<file path="src/hdl/mux_frame_receiver_fnv_defines.svh">
// ----------------------------------------------------------------------------
// mux_frame_receiver_fnv_defines
// assertion macros used by the receiver top level
// ----------------------------------------------------------------------------
`ifndef MUX_FRAME_RECEIVER_FNV_DEFINES_SVH
`define MUX_FRAME_RECEIVER_FNV_DEFINES_SVH

`ifndef ASSERT_OFF
// checked only while out of reset
`define MFRF_ASSERT(lbl, clk, rst_n, prop, msg) \
    lbl: assert property (@(posedge clk) disable iff (!rst_n) (prop)) else $error(msg);
// checked at every edge, reset included
`define MFRF_ASSERT_ALWAYS(lbl, clk, prop, msg) \
    lbl: assert property (@(posedge clk) (prop)) else $error(msg);
`else
`define MFRF_ASSERT(lbl, clk, rst_n, prop, msg)
`define MFRF_ASSERT_ALWAYS(lbl, clk, prop, msg)
`endif

`endif

</file>
<file path="src/hdl/mfrf_pkg.sv">
// ----------------------------------------------------------------------------
// mfrf_pkg
// types, constants and the fnv-1a hash step of the channel deframer
// ----------------------------------------------------------------------------
`default_nettype none

package mfrf_pkg;

    localparam logic [7:0]  SYNC_BYTE  = 8'h67;
    localparam logic [31:0] FNV_BASIS  = 32'h811c9dc5;
    localparam logic [31:0] FNV_PRIME  = 32'h01000193;
    localparam logic [7:0]  HASH_BYTES = 8'd4;
    localparam int          CHAN_W     = 6;
    localparam int          BIT_START  = 7;
    localparam int          BIT_END    = 6;

    // register indexes of the config port
    localparam logic CFG_CHANNEL_COUNT = 1'b0;
    localparam logic CFG_MAX_PAYLOAD   = 1'b1;

    // command queue between front and back, depth a power of two
    localparam int QUEUE_DEPTH = 4;
    localparam int QPTR_W      = 2;

    typedef enum logic [2:0] {
        PH_SYNC     = 3'd0,
        PH_SYNC_BAD = 3'd1,
        PH_LEN      = 3'd2,
        PH_CTRL     = 3'd3,
        PH_PAYLOAD  = 3'd4,
        PH_HASH     = 3'd5
    } t_phase;

    typedef enum logic [2:0] {
        OP_NOP      = 3'd0,
        OP_SYNC_ERR = 3'd1,
        OP_CTRL     = 3'd2,
        OP_PAYLOAD  = 3'd3,
        OP_CHECK    = 3'd4
    } t_op;

    typedef enum logic [2:0] {
        KIND_PAYLOAD    = 3'd0,
        KIND_PACKET_OK  = 3'd1,
        KIND_FRAME_DONE = 3'd2,
        KIND_HASH_BAD   = 3'd3,
        KIND_NO_SYNC    = 3'd4
    } t_kind;

    typedef struct packed {
        logic [6:0] chan_limit;
        logic [7:0] max_payload;
    } t_cfg;

    // word: length for ctrl, payload byte, or the received hash for check
    typedef struct packed {
        t_op         op;
        logic        chv;
        logic [7:0]  ctl;
        logic [31:0] word;
    } t_cmd;

    function automatic logic [31:0] fnv_step(input logic [31:0] h, input logic [7:0] b);
        logic [31:0] x;
        x = h ^ {24'd0, b};
        fnv_step = x * FNV_PRIME;
    endfunction

endpackage

`default_nettype wire

</file>
<file path="src/hdl/mfrf_rx_if.sv">
// ----------------------------------------------------------------------------
// mfrf_rx_if
// link byte channel, valid/ready handshake
// ----------------------------------------------------------------------------
`default_nettype none

interface mfrf_rx_if;
    logic       valid;
    logic       ready;
    logic [7:0] rx_byte;

    modport source (output valid, output rx_byte, input ready);
    modport sink (input valid, input rx_byte, output ready);
endinterface

`default_nettype wire

</file>
<file path="src/hdl/mfrf_res_if.sv">
// ----------------------------------------------------------------------------
// mfrf_res_if
// result channel, valid/ready handshake
// ----------------------------------------------------------------------------
`default_nettype none

interface mfrf_res_if;
    logic       valid;
    logic       ready;
    logic [2:0] kind;
    logic [5:0] channel;
    logic [7:0] data;
    logic       first_of_frame;

    modport source (output valid, output kind, output channel, output data,
                    output first_of_frame, input ready);
    modport sink (input valid, input kind, input channel, input data,
                  input first_of_frame, output ready);
endinterface

`default_nettype wire

</file>
<file path="src/hdl/mfrf_front.sv">
// ----------------------------------------------------------------------------
// mfrf_front
// frame parser: sync hunt, length check, hash byte assembly, command issue
// ----------------------------------------------------------------------------
`default_nettype none

module mfrf_front
    import mfrf_pkg::*;
#(
    parameter int CHANNELS = 64
) (
    input  wire logic  i_clk,
    input  wire logic  i_rst_n,
    input  wire t_cfg  i_cfg,
    mfrf_rx_if.sink    i_rx,
    output t_cmd       o_push_cmd,
    output logic       o_push_valid,
    input  wire logic  i_push_ready
);

    t_phase      r_phase, n_phase;
    logic [7:0]  r_len, n_len;
    logic [7:0]  r_left, n_left;
    logic [7:0]  r_ctl, n_ctl;
    logic [31:0] r_rhash, n_rhash;

    logic        accept;
    logic [7:0]  b;
    logic        chv_new, chv_cur;
    logic [1:0]  pos;
    logic [31:0] acc;
    t_phase      resync;
    t_cmd        cmd;

    assign b            = i_rx.rx_byte;
    assign accept       = i_rx.valid && i_push_ready;
    assign i_rx.ready   = i_push_ready;
    assign o_push_valid = i_rx.valid;
    assign o_push_cmd   = cmd;

    assign chv_new = ({1'b0, b[CHAN_W-1:0]} < i_cfg.chan_limit) &&
                     ({1'b0, b[CHAN_W-1:0]} < 7'(CHANNELS));
    assign chv_cur = ({1'b0, r_ctl[CHAN_W-1:0]} < i_cfg.chan_limit) &&
                     ({1'b0, r_ctl[CHAN_W-1:0]} < 7'(CHANNELS));

    // little-endian byte lane of the received hash
    assign pos    = 2'b00 - r_left[1:0];
    assign acc    = r_rhash | ({24'd0, b} << {pos, 3'b000});
    assign resync = (b == SYNC_BYTE) ? PH_LEN : PH_SYNC;

    always_comb begin
        n_phase  = r_phase;
        n_len    = r_len;
        n_left   = r_left;
        n_ctl    = r_ctl;
        n_rhash  = r_rhash;
        cmd.op   = OP_NOP;
        cmd.chv  = chv_cur;
        cmd.ctl  = r_ctl;
        cmd.word = 32'd0;
        unique case (r_phase)
            PH_SYNC_BAD: begin
                cmd.op  = OP_SYNC_ERR;
                n_phase = resync;
            end
            PH_LEN: begin
                if (b != 8'd0 && b <= i_cfg.max_payload) begin
                    n_len   = b;
                    n_left  = b;
                    n_phase = PH_CTRL;
                end else begin
                    cmd.op  = OP_SYNC_ERR;
                    n_phase = resync;
                end
            end
            PH_CTRL: begin
                n_ctl    = b;
                n_phase  = PH_PAYLOAD;
                cmd.op   = OP_CTRL;
                cmd.chv  = chv_new;
                cmd.ctl  = b;
                cmd.word = {24'd0, r_len};
            end
            PH_PAYLOAD: begin
                n_left   = r_left - 8'd1;
                cmd.op   = OP_PAYLOAD;
                cmd.word = {24'd0, b};
                if (n_left == 8'd0) begin
                    n_phase = PH_HASH;
                    n_left  = HASH_BYTES;
                    n_rhash = 32'd0;
                end
            end
            PH_HASH: begin
                n_left  = r_left - 8'd1;
                n_rhash = acc;
                if (!(n_left != 8'd0 && n_left <= HASH_BYTES)) begin
                    cmd.op   = OP_CHECK;
                    cmd.word = acc;
                    n_left   = 8'd0;
                    n_phase  = PH_SYNC;
                end
            end
            default: begin
                n_phase = (b == SYNC_BYTE) ? PH_LEN : PH_SYNC_BAD;
            end
        endcase
    end

    always_ff @(posedge i_clk) begin
        if (!i_rst_n) begin
            r_phase <= PH_SYNC;
            r_len   <= 8'd0;
            r_left  <= 8'd0;
            r_ctl   <= 8'd0;
            r_rhash <= 32'd0;
        end else if (accept) begin
            r_phase <= n_phase;
            r_len   <= n_len;
            r_left  <= n_left;
            r_ctl   <= n_ctl;
            r_rhash <= n_rhash;
        end
    end

endmodule

`default_nettype wire

</file>
<file path="src/hdl/mfrf_queue.sv">
// ----------------------------------------------------------------------------
// mfrf_queue
// short command fifo between parser and executor
// ----------------------------------------------------------------------------
`default_nettype none

module mfrf_queue
    import mfrf_pkg::*;
(
    input  wire logic  i_clk,
    input  wire logic  i_rst_n,
    input  wire t_cmd  i_push_cmd,
    input  wire logic  i_push_valid,
    output logic       o_push_ready,
    output t_cmd       o_pop_cmd,
    output logic       o_pop_valid,
    input  wire logic  i_pop_ready
);

    t_cmd              r_mem [QUEUE_DEPTH];
    logic [QPTR_W-1:0] r_wr_ptr, r_rd_ptr;
    logic [QPTR_W:0]   r_count;
    logic              push, pop;

    assign o_push_ready = (r_count != (QPTR_W+1)'(QUEUE_DEPTH));
    assign o_pop_valid  = (r_count != '0);
    assign o_pop_cmd    = r_mem[r_rd_ptr];
    assign push         = i_push_valid && o_push_ready;
    assign pop          = o_pop_valid && i_pop_ready;

    always_ff @(posedge i_clk) begin
        if (push) begin
            r_mem[r_wr_ptr] <= i_push_cmd;
        end
    end

    always_ff @(posedge i_clk) begin
        if (!i_rst_n) begin
            r_wr_ptr <= '0;
            r_rd_ptr <= '0;
            r_count  <= '0;
        end else begin
            if (push) begin
                r_wr_ptr <= r_wr_ptr + QPTR_W'(1);
            end
            if (pop) begin
                r_rd_ptr <= r_rd_ptr + QPTR_W'(1);
            end
            unique case ({push, pop})
                2'b10:   r_count <= r_count + (QPTR_W+1)'(1);
                2'b01:   r_count <= r_count - (QPTR_W+1)'(1);
                default: r_count <= r_count;
            endcase
        end
    end

endmodule

`default_nettype wire

</file>
<file path="src/hdl/mfrf_back.sv">
// ----------------------------------------------------------------------------
// mfrf_back
// executor: per-channel hash store, started flags and result register
// ----------------------------------------------------------------------------
`default_nettype none

module mfrf_back
    import mfrf_pkg::*;
#(
    parameter int CHANNELS = 64
) (
    input  wire logic  i_clk,
    input  wire logic  i_rst_n,
    input  wire t_cfg  i_cfg,
    input  wire t_cmd  i_pop_cmd,
    input  wire logic  i_pop_valid,
    output logic       o_pop_ready,
    mfrf_res_if.source o_res
);

    localparam int CH_W = (CHANNELS > 1) ? $clog2(CHANNELS) : 1;

    logic [31:0]       r_hmem [CHANNELS];
    logic [CHANNELS-1:0] r_hvalid, n_hvalid;
    logic [CHANNELS-1:0] r_started, n_started;

    // stage b: command plus registered store read
    logic        r_b_valid;
    t_cmd        r_b_cmd;
    logic [31:0] r_b_rdata;
    logic        r_b_hv;
    // stage c: command plus hash after the length byte
    logic        r_c_valid;
    t_cmd        r_c_cmd;
    logic [31:0] r_c_h1;

    logic [31:0] r_hash, n_hash;
    logic        r_seen, n_seen;

    logic        r_out_valid;
    t_kind       r_out_kind, n_kind;
    logic [5:0]  r_out_chan, n_chan;
    logic [7:0]  r_out_data, n_data;
    logic        r_out_first, n_first;
    logic        emit;

    logic            en;
    logic [CH_W-1:0] rd_idx, c_idx;
    logic [31:0]     h0, n_h1, step;
    logic            wr_en;

    assign en          = !r_out_valid || o_res.ready;
    assign o_pop_ready = en;
    assign rd_idx      = i_pop_cmd.ctl[CH_W-1:0];
    assign c_idx       = r_c_cmd.ctl[CH_W-1:0];

    assign o_res.valid          = r_out_valid;
    assign o_res.kind           = r_out_kind;
    assign o_res.channel        = r_out_chan;
    assign o_res.data           = r_out_data;
    assign o_res.first_of_frame = r_out_first;

    // a start bit restarts the hash; an entry never written reads as the basis
    always_comb begin
        if (r_b_cmd.chv && r_b_cmd.ctl[BIT_START]) begin
            h0 = FNV_BASIS;
        end else if (r_b_hv) begin
            h0 = r_b_rdata;
        end else begin
            h0 = FNV_BASIS;
        end
        n_h1 = r_b_cmd.chv ? fnv_step(h0, r_b_cmd.word[7:0]) : h0;
    end

    // ctrl hashes its own byte, payload its data byte
    assign step = (r_c_cmd.op == OP_CTRL) ? fnv_step(r_c_h1, r_c_cmd.ctl)
                                          : fnv_step(r_hash, r_c_cmd.word[7:0]);

    always_comb begin
        n_started = r_started;
        n_hvalid  = r_hvalid;
        n_hash    = r_hash;
        n_seen    = r_seen;
        wr_en     = 1'b0;
        emit      = 1'b0;
        n_kind    = KIND_PAYLOAD;
        n_chan    = r_c_cmd.ctl[CHAN_W-1:0];
        n_data    = 8'd0;
        n_first   = 1'b0;
        if (r_c_valid) begin
            unique case (r_c_cmd.op)
                OP_SYNC_ERR: begin
                    for (int i = 0; i < CHANNELS; i++) begin
                        if (7'(i) < i_cfg.chan_limit) begin
                            n_started[i] = 1'b0;
                        end
                    end
                    emit   = 1'b1;
                    n_kind = KIND_NO_SYNC;
                    n_chan = 6'd0;
                end
                OP_CTRL: begin
                    n_seen = 1'b0;
                    // skipped channel still mirrors its stored hash
                    n_hash = r_c_h1;
                    if (r_c_cmd.chv) begin
                        n_hash          = step;
                        wr_en           = 1'b1;
                        n_hvalid[c_idx] = 1'b1;
                        if (r_c_cmd.ctl[BIT_START]) begin
                            n_started[c_idx] = 1'b1;
                        end
                    end
                end
                OP_PAYLOAD: begin
                    if (r_c_cmd.chv) begin
                        n_hash          = step;
                        wr_en           = 1'b1;
                        n_hvalid[c_idx] = 1'b1;
                        if (r_started[c_idx]) begin
                            emit    = 1'b1;
                            n_kind  = KIND_PAYLOAD;
                            n_data  = r_c_cmd.word[7:0];
                            n_first = r_c_cmd.ctl[BIT_START] && !r_seen;
                            n_seen  = 1'b1;
                        end
                    end
                end
                OP_CHECK: begin
                    if (r_c_cmd.chv) begin
                        emit = 1'b1;
                        priority if (r_hash != r_c_cmd.word) begin
                            n_started[c_idx] = 1'b0;
                            n_kind           = KIND_HASH_BAD;
                        end else if (r_started[c_idx] && r_c_cmd.ctl[BIT_END]) begin
                            n_started[c_idx] = 1'b0;
                            n_kind           = KIND_FRAME_DONE;
                        end else begin
                            n_kind = KIND_PACKET_OK;
                        end
                    end
                end
                default: begin
                end
            endcase
        end
    end

    // hash store
    always_ff @(posedge i_clk) begin
        if (en && wr_en) begin
            r_hmem[c_idx] <= n_hash;
        end
    end

    always_ff @(posedge i_clk) begin
        if (en) begin
            r_b_rdata <= r_hmem[rd_idx];
        end
    end

    always_ff @(posedge i_clk) begin
        if (en) begin
            r_b_cmd     <= i_pop_cmd;
            r_b_hv      <= r_hvalid[rd_idx];
            r_c_cmd     <= r_b_cmd;
            r_c_h1      <= n_h1;
            r_hash      <= n_hash;
            r_out_kind  <= n_kind;
            r_out_chan  <= n_chan;
            r_out_data  <= n_data;
            r_out_first <= n_first;
        end
    end

    always_ff @(posedge i_clk) begin
        if (!i_rst_n) begin
            r_b_valid   <= 1'b0;
            r_c_valid   <= 1'b0;
            r_out_valid <= 1'b0;
            r_hvalid    <= '0;
            r_started   <= '0;
            r_seen      <= 1'b0;
        end else if (en) begin
            r_b_valid   <= i_pop_valid;
            r_c_valid   <= r_b_valid;
            r_out_valid <= r_c_valid && emit;
            r_hvalid    <= n_hvalid;
            r_started   <= n_started;
            r_seen      <= n_seen;
        end
    end

endmodule

`default_nettype wire

</file>
<file path="src/hdl/mux_frame_receiver_fnv.sv">
// a byte's result passes the command queue, then stage b, stage c and the result register
// throughput: one byte per cycle while the command queue has room; the executor applies one hash step per stage
//   and reads the per-channel hash store through a single registered port
// a four-entry command queue lets the parser run on while results stall
// reset: synchronous, active low; hash entries read as the offset basis through
//   per-channel valid bits, so no clearing pass is needed
// ----------------------------------------------------------------------------
// mux_frame_receiver_fnv
// channel multiplexing deframer with per-channel fnv-1a-32 checks
// ----------------------------------------------------------------------------
`default_nettype none

`include "mux_frame_receiver_fnv_defines.svh"

module mux_frame_receiver_fnv
    import mfrf_pkg::*;
#(
    parameter int CHANNELS = 64
) (
    input  wire logic       i_clk,
    input  wire logic       i_rst_n,
    input  wire logic       i_cfg_we,
    input  wire logic       i_cfg_idx,
    input  wire logic [7:0] i_cfg_data,
    mfrf_rx_if.sink         i_rx,
    mfrf_res_if.source      o_res
);

    t_cfg r_cfg;
    t_cmd push_cmd, pop_cmd;
    logic push_valid, push_ready, pop_valid, pop_ready;

    always_ff @(posedge i_clk) begin
        if (!i_rst_n) begin
            r_cfg.chan_limit  <= 7'd1;
            r_cfg.max_payload <= 8'd255;
        end else if (i_cfg_we) begin
            unique case (i_cfg_idx)
                CFG_CHANNEL_COUNT: r_cfg.chan_limit  <= i_cfg_data[6:0];
                CFG_MAX_PAYLOAD:   r_cfg.max_payload <= i_cfg_data;
                default:           r_cfg             <= r_cfg;
            endcase
        end
    end

    mfrf_front #(
        .CHANNELS (CHANNELS)
    ) u_front (
        .i_clk        (i_clk),
        .i_rst_n      (i_rst_n),
        .i_cfg        (r_cfg),
        .i_rx         (i_rx),
        .o_push_cmd   (push_cmd),
        .o_push_valid (push_valid),
        .i_push_ready (push_ready)
    );

    mfrf_queue u_queue (
        .i_clk        (i_clk),
        .i_rst_n      (i_rst_n),
        .i_push_cmd   (push_cmd),
        .i_push_valid (push_valid),
        .o_push_ready (push_ready),
        .o_pop_cmd    (pop_cmd),
        .o_pop_valid  (pop_valid),
        .i_pop_ready  (pop_ready)
    );

    mfrf_back #(
        .CHANNELS (CHANNELS)
    ) u_back (
        .i_clk       (i_clk),
        .i_rst_n     (i_rst_n),
        .i_cfg       (r_cfg),
        .i_pop_cmd   (pop_cmd),
        .i_pop_valid (pop_valid),
        .o_pop_ready (pop_ready),
        .o_res       (o_res)
    );

    `MFRF_ASSERT(a_status_no_data, i_clk, i_rst_n, o_res.valid && o_res.kind != KIND_PAYLOAD |-> o_res.data == 8'd0 && !o_res.first_of_frame, "status word carries payload bits")
    `MFRF_ASSERT(a_sync_chan_zero, i_clk, i_rst_n, o_res.valid && o_res.kind == KIND_NO_SYNC |-> o_res.channel == 6'd0, "sync error word carries a channel")
    `MFRF_ASSERT_ALWAYS(a_reset_clears_out, i_clk, !i_rst_n |=> !o_res.valid, "result valid after reset")

endmodule

`default_nettype wire

</file>
<file path="src/flat_wrapper.sv">
// flat-port wrapper written by rule: the top's interface ports become plain ports
module mux_frame_receiver_fnv_flat import mfrf_pkg::*;
#(
    parameter int CHANNELS = 64
)
  (i_clk, i_rst_n, i_cfg_we, i_cfg_idx, i_cfg_data, i_rx_valid, i_rx_rx_byte, i_rx_ready, o_res_valid, o_res_kind, o_res_channel, o_res_data, o_res_first_of_frame, o_res_ready);
  mfrf_rx_if i_rx_i ();
  mfrf_res_if o_res_i ();
  input  wire logic i_clk;
  input  wire logic i_rst_n;
  input  wire logic i_cfg_we;
  input  wire logic i_cfg_idx;
  input  wire logic [7:0] i_cfg_data;
  input wire logic [$bits(i_rx_i.valid)-1:0] i_rx_valid;
  input wire logic [$bits(i_rx_i.rx_byte)-1:0] i_rx_rx_byte;
  output wire logic [$bits(i_rx_i.ready)-1:0] i_rx_ready;
  output wire logic [$bits(o_res_i.valid)-1:0] o_res_valid;
  output wire logic [$bits(o_res_i.kind)-1:0] o_res_kind;
  output wire logic [$bits(o_res_i.channel)-1:0] o_res_channel;
  output wire logic [$bits(o_res_i.data)-1:0] o_res_data;
  output wire logic [$bits(o_res_i.first_of_frame)-1:0] o_res_first_of_frame;
  input wire logic [$bits(o_res_i.ready)-1:0] o_res_ready;
  assign i_rx_i.valid = i_rx_valid;
  assign i_rx_i.rx_byte = i_rx_rx_byte;
  assign i_rx_ready = i_rx_i.ready;
  assign o_res_valid = o_res_i.valid;
  assign o_res_kind = o_res_i.kind;
  assign o_res_channel = o_res_i.channel;
  assign o_res_data = o_res_i.data;
  assign o_res_first_of_frame = o_res_i.first_of_frame;
  assign o_res_i.ready = o_res_ready;
  mux_frame_receiver_fnv #(.CHANNELS(CHANNELS)) u_core (.i_clk(i_clk), .i_rst_n(i_rst_n), .i_cfg_we(i_cfg_we), .i_cfg_idx(i_cfg_idx), .i_cfg_data(i_cfg_data), .i_rx(i_rx_i), .o_res(o_res_i));
endmodule
</file>
<file path="config.mk">
export PLATFORM = sky130hd
export DESIGN_NAME = mux_frame_receiver_fnv_flat
export DESIGN_NICKNAME = d
export VERILOG_FILES = /design/src/hdl/mfrf_pkg.sv /design/src/hdl/mfrf_rx_if.sv /design/src/hdl/mfrf_res_if.sv /design/src/hdl/mfrf_front.sv /design/src/hdl/mfrf_queue.sv /design/src/hdl/mfrf_back.sv /design/src/hdl/mux_frame_receiver_fnv.sv /design/src/flat_wrapper.sv
export VERILOG_INCLUDE_DIRS = /design/src /design/src/hdl
export SDC_FILE = /design/constraint.sdc
export NUM_CORES = 2
export LEC_CHECK = 0
export ABC_AREA = 1
export BUFFER_PORTS_ARGS = -buffer_cell sky130_fd_sc_hd__buf_2
export CAP_MARGIN = 10
export CORE_UTILIZATION = 55
export CTS_BUF_LIST = sky130_fd_sc_hd__clkbuf_2 sky130_fd_sc_hd__clkbuf_4 sky130_fd_sc_hd__clkbuf_8
export CTS_CLUSTER_SIZE = 14
export DETAILED_ROUTE_END_ITERATION = 7
export PLACE_DENSITY = 0.71
export REMOVE_ABC_BUFFERS = 1
export SKIP_LAST_GASP = 1
export SLEW_MARGIN = 20
export SYNTH_ARGS = -nofsm -noshare
export SYNTH_HDL_FRONTEND = slang
export SYNTH_SLANG_ARGS = --single-unit
export TNS_END_PERCENT = 30
</file>
<file path="constraint.sdc">
create_clock -name i_clk -period 11 [get_ports i_clk]
set_input_delay 1.1 -clock i_clk [delete_from_list [all_inputs] [get_ports i_clk]]
set_output_delay 1.1 -clock i_clk [all_outputs]
set_load 0.01 [all_outputs]
</file>
---- Word-level counts from Yosys, hierarchy flattened ----
Memories as Yosys holds them, arrays and structs flattened. A register that Yosys moved wholly into a read port is not among the register bits.
Cells that the tools add are included.
cells by class
  bitwise logic cells ..................... 9
  reduce and logical (&&, ||, !) cells .... 97
  multiply operators ...................... 3
  mux-type cells .......................... 125
  add/sub/neg operators ................... 6
  shift operators ......................... 1
  eq/ne operators ......................... 87
  order comparisons ....................... 71
operators with widths
  cell                                                       number
  AND reduction 8 bit                                        64
  two-way mux 64 bit                                         5
  two-way mux 32 bit                                         9
  less-than comparator 6 x 7 -> 1 bit, first input constant  32
  case mux 64 bit (3 select lines)                           1
  inequality test 2 bit, second input constant               72
  bitwise OR 64 bit                                          2
  case mux 32 bit (2 select lines)                           2
  less-than comparator 5 x 7 -> 1 bit, first input constant  16
  multiplier 32 x 25 -> 32 bit, second input constant        3
  case mux 32 bit (3 select lines)                           1
  XOR 32 x 8 -> 32 bit                                       3
  two-way mux 1 bit                                          80
  bitwise AND 64 bit                                         1
  NOT 64 bit                                                 1
  less-than comparator 4 x 7 -> 1 bit, first input constant  8
  inequality test 32 bit                                     1
  bitwise OR 32 bit                                          1
  << shifter 8 x 5 -> 32 bit                                 1
  case mux 3 bit (5 select lines)                            2
  less-than comparator 3 x 7 -> 1 bit, first input constant  4
  two-way mux 8 bit                                          3
  case mux 8 bit (3 select lines)                            1
  two-way mux 2 bit                                          8
  other kinds (40)                                           78
storage, ports and cells
  bits in writable memories ............... 2224
  memories ................................ 2
  input bits .............................. 22
  output and inout bits ................... 20
  register bits ........................... 384
memories
  memory                depth  bits a word  rd ports  clocked after memory_dff  wr ports  RTL line          source
  u_core.u_back.r_hmem  64     32           1         1                         1         mfrf_back.sv:23   logic [31:0] r_hmem [CHANNELS];
  u_core.u_queue.r_mem  4      44           1         1                         1         mfrf_queue.sv:20  t_cmd r_mem [QUEUE_DEPTH];

---- Longest topological paths before layout ----
  depth in word-level cells ............... 10
  depth in mapped cells ................... 32
  gate-level depth less buffers ........... 30

---- Hierarchy ----
Synthesis repeated with hierarchy kept, for this count alone.
second synthesis, totals
  cells, all modules ...................... 11608
  area total of the unflattened synthesis .. 126470.0 um^2
modules (own cells, without submodules)
  module                  area an instance (um^2)  times used  seq. area each (um^2)  cells each
  mfrf_back               114563.6                 1           70237.4                10419
  mfrf_queue              7184.4                   1           5465.2                 493
  mfrf_front              4145.2                   1           1181.1                 617
  mux_frame_receiver_fnv  576.8                    1           300.3                  79

---- Least setup slack after synthesis ----
No wires, ideal clock.
  path type ............................... register to register
  from .................................... register u_core.u_back.r_c_cmd[3] (netlist name)
  to ...................................... register u_core.u_back.r_hash[26], data pin
  buffers on the path ..................... 0
  required time ........................... 10.291 ns
  arrival time ............................ 7.076 ns
  stages on the path, launching flop included .. 23
  slack ................................... 3.215 ns
  period minus slack after synthesis ...... 7.785 ns
  cell sequence ........................... edfxtp_1 xnor2_2 inv_1 ha_1 ha_1 fa_1 ha_1 fa_1 ha_1 inv_1 fa_1 inv_1 ha_1 inv_1 o21ai_0 a21oi_1 o21ai_0 nand2_1 nand3_1 a21oi_1 o21ai_0 a21oi_1 o21ai_0
on the way
  cells in the longest elaborated chain, start to end .. 6
  elaborated cells between the ends (all ways) .. 7
ends and longest elaborated chain
  item                                          RTL line                            source
  start: declaration                            mfrf_back.sv:34                     t_cmd r_c_cmd;
  start signal: assignment                      mfrf_back.sv:166                    r_c_cmd <= r_b_cmd;
  XOR 32 x 8 -> 32 bit (*)                      mfrf_pkg.sv:65                      x = h ^ {24'd0, b};
  multiplier 32 x 25 -> 32 bit (*)              mfrf_pkg.sv:66                      fnv_step = x * FNV_PRIME;
  two-way mux 32 bit (*)                        mfrf_back.sv:76                     assign step = (r_c_cmd.op == OP_CTRL) ? fnv_step(r_c_h1, r_c_cmd.ctl)
  two-way mux 32 bit, on equally long branches  mfrf_back.sv:116, mfrf_back.sv:106
  case mux 32 bit (2 select lines) (*)          mfrf_back.sv:91                     unique case (r_c_cmd.op)
  two-way mux 32 bit (*)                        mfrf_back.sv:90                     if (r_c_valid) begin
  net u_core.u_back.n_hash[26]                  mfrf_back.sv:37                     logic [31:0] r_hash, n_hash;
  end signal: assignment                        mfrf_back.sv:168                    r_hash <= n_hash;
  end: declaration                              mfrf_back.sv:37
The timed path passes the listed nets; every way through them passes the cells marked *.
A chain may end at the register's enable or synchronous reset.

---- Final worst setup path ----
  from .................................... register u_core.u_back.r_b_cmd[40] (netlist name)
  to ...................................... register u_core.u_back.r_c_h1[26], data pin
on the way
  cells in the longest elaborated chain, start to end .. 5
ends and longest elaborated chain
  item                          RTL line          source
  start: declaration            mfrf_back.sv:29   t_cmd r_b_cmd;
  start signal: assignment      mfrf_back.sv:164  r_b_cmd <= i_pop_cmd;
  logical AND 1 bit             mfrf_back.sv:65   if (r_b_cmd.chv && r_b_cmd.ctl[BIT_START]) begin
  two-way mux 32 bit            mfrf_back.sv:65
  XOR 32 x 8 -> 32 bit          mfrf_pkg.sv:65
  multiplier 32 x 25 -> 32 bit  mfrf_pkg.sv:66
  two-way mux 32 bit (*)        mfrf_back.sv:72   n_h1 = r_b_cmd.chv ? fnv_step(h0, r_b_cmd.word[7:0]) : h0;
  net u_core.u_back.n_h1[26]    mfrf_back.sv:49   logic [31:0] h0, n_h1, step;
  end signal: assignment        mfrf_back.sv:167  r_c_h1 <= n_h1;
  end: declaration              mfrf_back.sv:35   logic [31:0] r_c_h1;
Marked as above.

==> metrics.txt <==
largest net degree at the start of global routing=202; Post-CTS Hold Fix Bufs=0; clock tree sinks=2642; clk_lat worst skew=1.16 ns; register area share after synthesis=60.8%; f_max=0.142 GHz; Worst setup EP type=flip-flop; Post-Synthesis Cells=11055; Routed Wire Length=384000 µm; pins over their slew limit=0; clock skew=0.133 ns; H-tree depth=5; Congestion Overflow GR=0; core area=228000 µm²; slowest stage delay, CP=0.63 ns; Synth top cells by count=edfxtp_1 (2427), o21ai_0 (1311), inv_1 (1020); Placer Congestion=0.952; initial core utilization=55.6%; layout cells sized above 1=12.1%; share of the synthesized area in the top cell type=57.4%; antenna-violating nets left=0; Post-CTS Setup Bufs=0; NumNets Final=11885; max_cap viols=0; crit share post-route=64.1%; R2R depth=28; Worst EP arrival=7.91 ns; initial antenna violation count=30; ys flop type=edfxtp_1; largest fanout on the critical path=27; Core Util, Final=60.5%; Detailed Place HPWL=225000 µm; CP most frequent cell=nand2_1; Synth Cell Area=127000 µm²; drt drc=7; Global Route Usage Sum=32.8%; delay-heaviest family, CP=adder cells; critical path type=flip-flop to flip-flop; CTS tree=built; failing checks=DRC; first-pass GRT wire length=561000 µm; I/O pin count=42; Synth area leader=edfxtp_1; Die W=482 µm; critical path required time=11.86 ns; Via density=6.25; Rows=175; Slowest cell on crit path=xnor2_1; worst path bufs/invs=5; clk buf depth=4; cts repair resizes=0; Pre-Repair DR Iteration Count=8; via count=89948; Hold Crit Class=input pin to flip-flop; DRT iter0 DRCs=12230; post-route minimum period=7.05 ns; # setup viols final=0; vias in the first global route=86943; RSZ-0062 raised after global routing=no; final hold vios=0; clock-pin slew on the worst setup and hold paths=0.06 ns; CP Launch Type=flip-flop; root buffer cell=clkbuf_8; WP depth=28; most common cell in the netlist=edfxtp_1; routed length per instance=26.7 µm; status=finished, violations left; worst hold path depth=3; EDFF count, synth=2427; ys async rst share=0%; syn_area_per_cell=11.5 µm²; Max-slew headroom=20.2%; area grow syn2layout=8.85%; Synth Register Bits=2642; Die ar.=233000 µm²; actual slew at the worst max-slew pin=1.19 ns; Num CTS Buffers=427; top cells by area, synth=edfxtp_1 (57%), ha_1 (5.7%), o21ai_0 (5.2%), o211ai_1 (4.5%), fa_1 (3.5%); Yosys warnings=0; IO buf count=41; height of the die=482 µm; post-synth cell types=64
[layout by cell type, fill, tap and decap left out, drive strengths merged, types with 21 or more instances in the layout]
master     n
edfxtp  2427
o21ai   1325
inv     1015
nor2    1005
nand2    940
o211ai   763
clkbuf   594
ha       581
or2      547
nand3    382
a21oi    275
o22ai    268
fa       223
dfxtp    215
buf      211
clkinv   163
xnor2     54
nor3      51
xor2      47
nand4     42
o21bai    38
o221ai    36
a211oi    32
a31oi     21
[registers in the layout (all words and copies together), names as in the netlist, 32 cells and up, named ones only]
name                     flops
u_core.u_back.r_hvalid      64
u_core.u_back.r_started     64
u_core.u_back.r_b_cmd       44
u_core.u_back.r_c_h1        32
u_core.u_back.r_b_rdata     32
u_core.u_back.r_hmem      2048
u_core.u_queue.r_mem       176
u_core.u_front.r_rhash      32
u_core.u_back.r_hash        32
u_core.u_back.r_c_cmd       38
[worst paths after layout]
path,start,end,slack (ns)
setup / recovery,u_core.u_back.r_b_cmd[40],u_core.u_back.r_c_h1[26],3.95
hold / removal,i_cfg_data[7],u_core.r_cfg[7],0.23
setup reg to reg,u_core.u_back.r_b_cmd[40],u_core.u_back.r_c_h1[26],3.95
hold reg to reg,u_core.u_back.r_b_cmd[36],u_core.u_back.c_idx[4],0.38
[through the flow]
step	hold slack [ns]	setup TNS [ns]	std cells	setup slack, ns	cell area (µm²)
4_1_cts	0.146	0	14389	4.03	138000
5_1_grt	0.184	0	14396	3.39	138000
3_5_place_dp	0.405	0	13639	3.95	130000
3_3_place_gp	0.401	0	13639	4.10	130000
6_report	0.227	0	14399	3.95	138000
2_1_floorplan	0.400	-659.51	10419	-19.43	124000
[logic make-up (layout without fill, tap and decap cells)]
family / count (synthesis) / after routing / share of synthesized area, %
AO/OA/AOI/OAI: 2842 / 2842 / 13.5
XOR/XNOR: 101 / 101 / 0.703
adder cells (fa/ha/maj): 804 / 804 / 9.25
buffers and inverters: 1673 / 1998 / 5.23
flip-flops: 2642 / 2642 / 60.8
multiplexers: 1 / 1 / 0.00789
other: 0 / 10 / 0
AND/OR/NAND/NOR: 2992 / 2992 / 10.5
[area by class of cell]
cell class | instances | area [µm²]
multi-input combinational | 6740 | 43500
clock buffer | 594 | 7280
sequential | 2642 | 77200
fill | 18014 | 90300
clock inverter | 156 | 856
timing repair buffer | 211 | 1580
antenna | 10 | 25.0
tap | 3009 | 3760
inverter | 1037 | 3940
[metal layers]
| metal | vias up | share of wire, % | track usage [%] |
|---|---|---|---|
| met1 | 43905 | 38 | 43.2 |
| met2 | 5380 | 45 | 50.7 |
| met3 | 991 | 11 | 7.36 |
| met4 | 18 | 5.9 | 17.8 |
| li1 | 39654 | - | - |
| met5 | - | 0.030 | 0 |
[worst reg2reg max path, delay by kind of cell, from the launching register on]
family                     cells  cell delay, ns
and+or+nand+nor               11            1.69
adders and majority gates      8            3.02
xor gates and xnor gates       1            0.63
buffers and inverters          5            0.56
AOI/OAI and AO/OA              3            0.56
DFF                            1            0.39
Power is left out: the tool's default activity adds up to more than one toggle a clock period on the data nets, which glitch-free logic cannot reach.
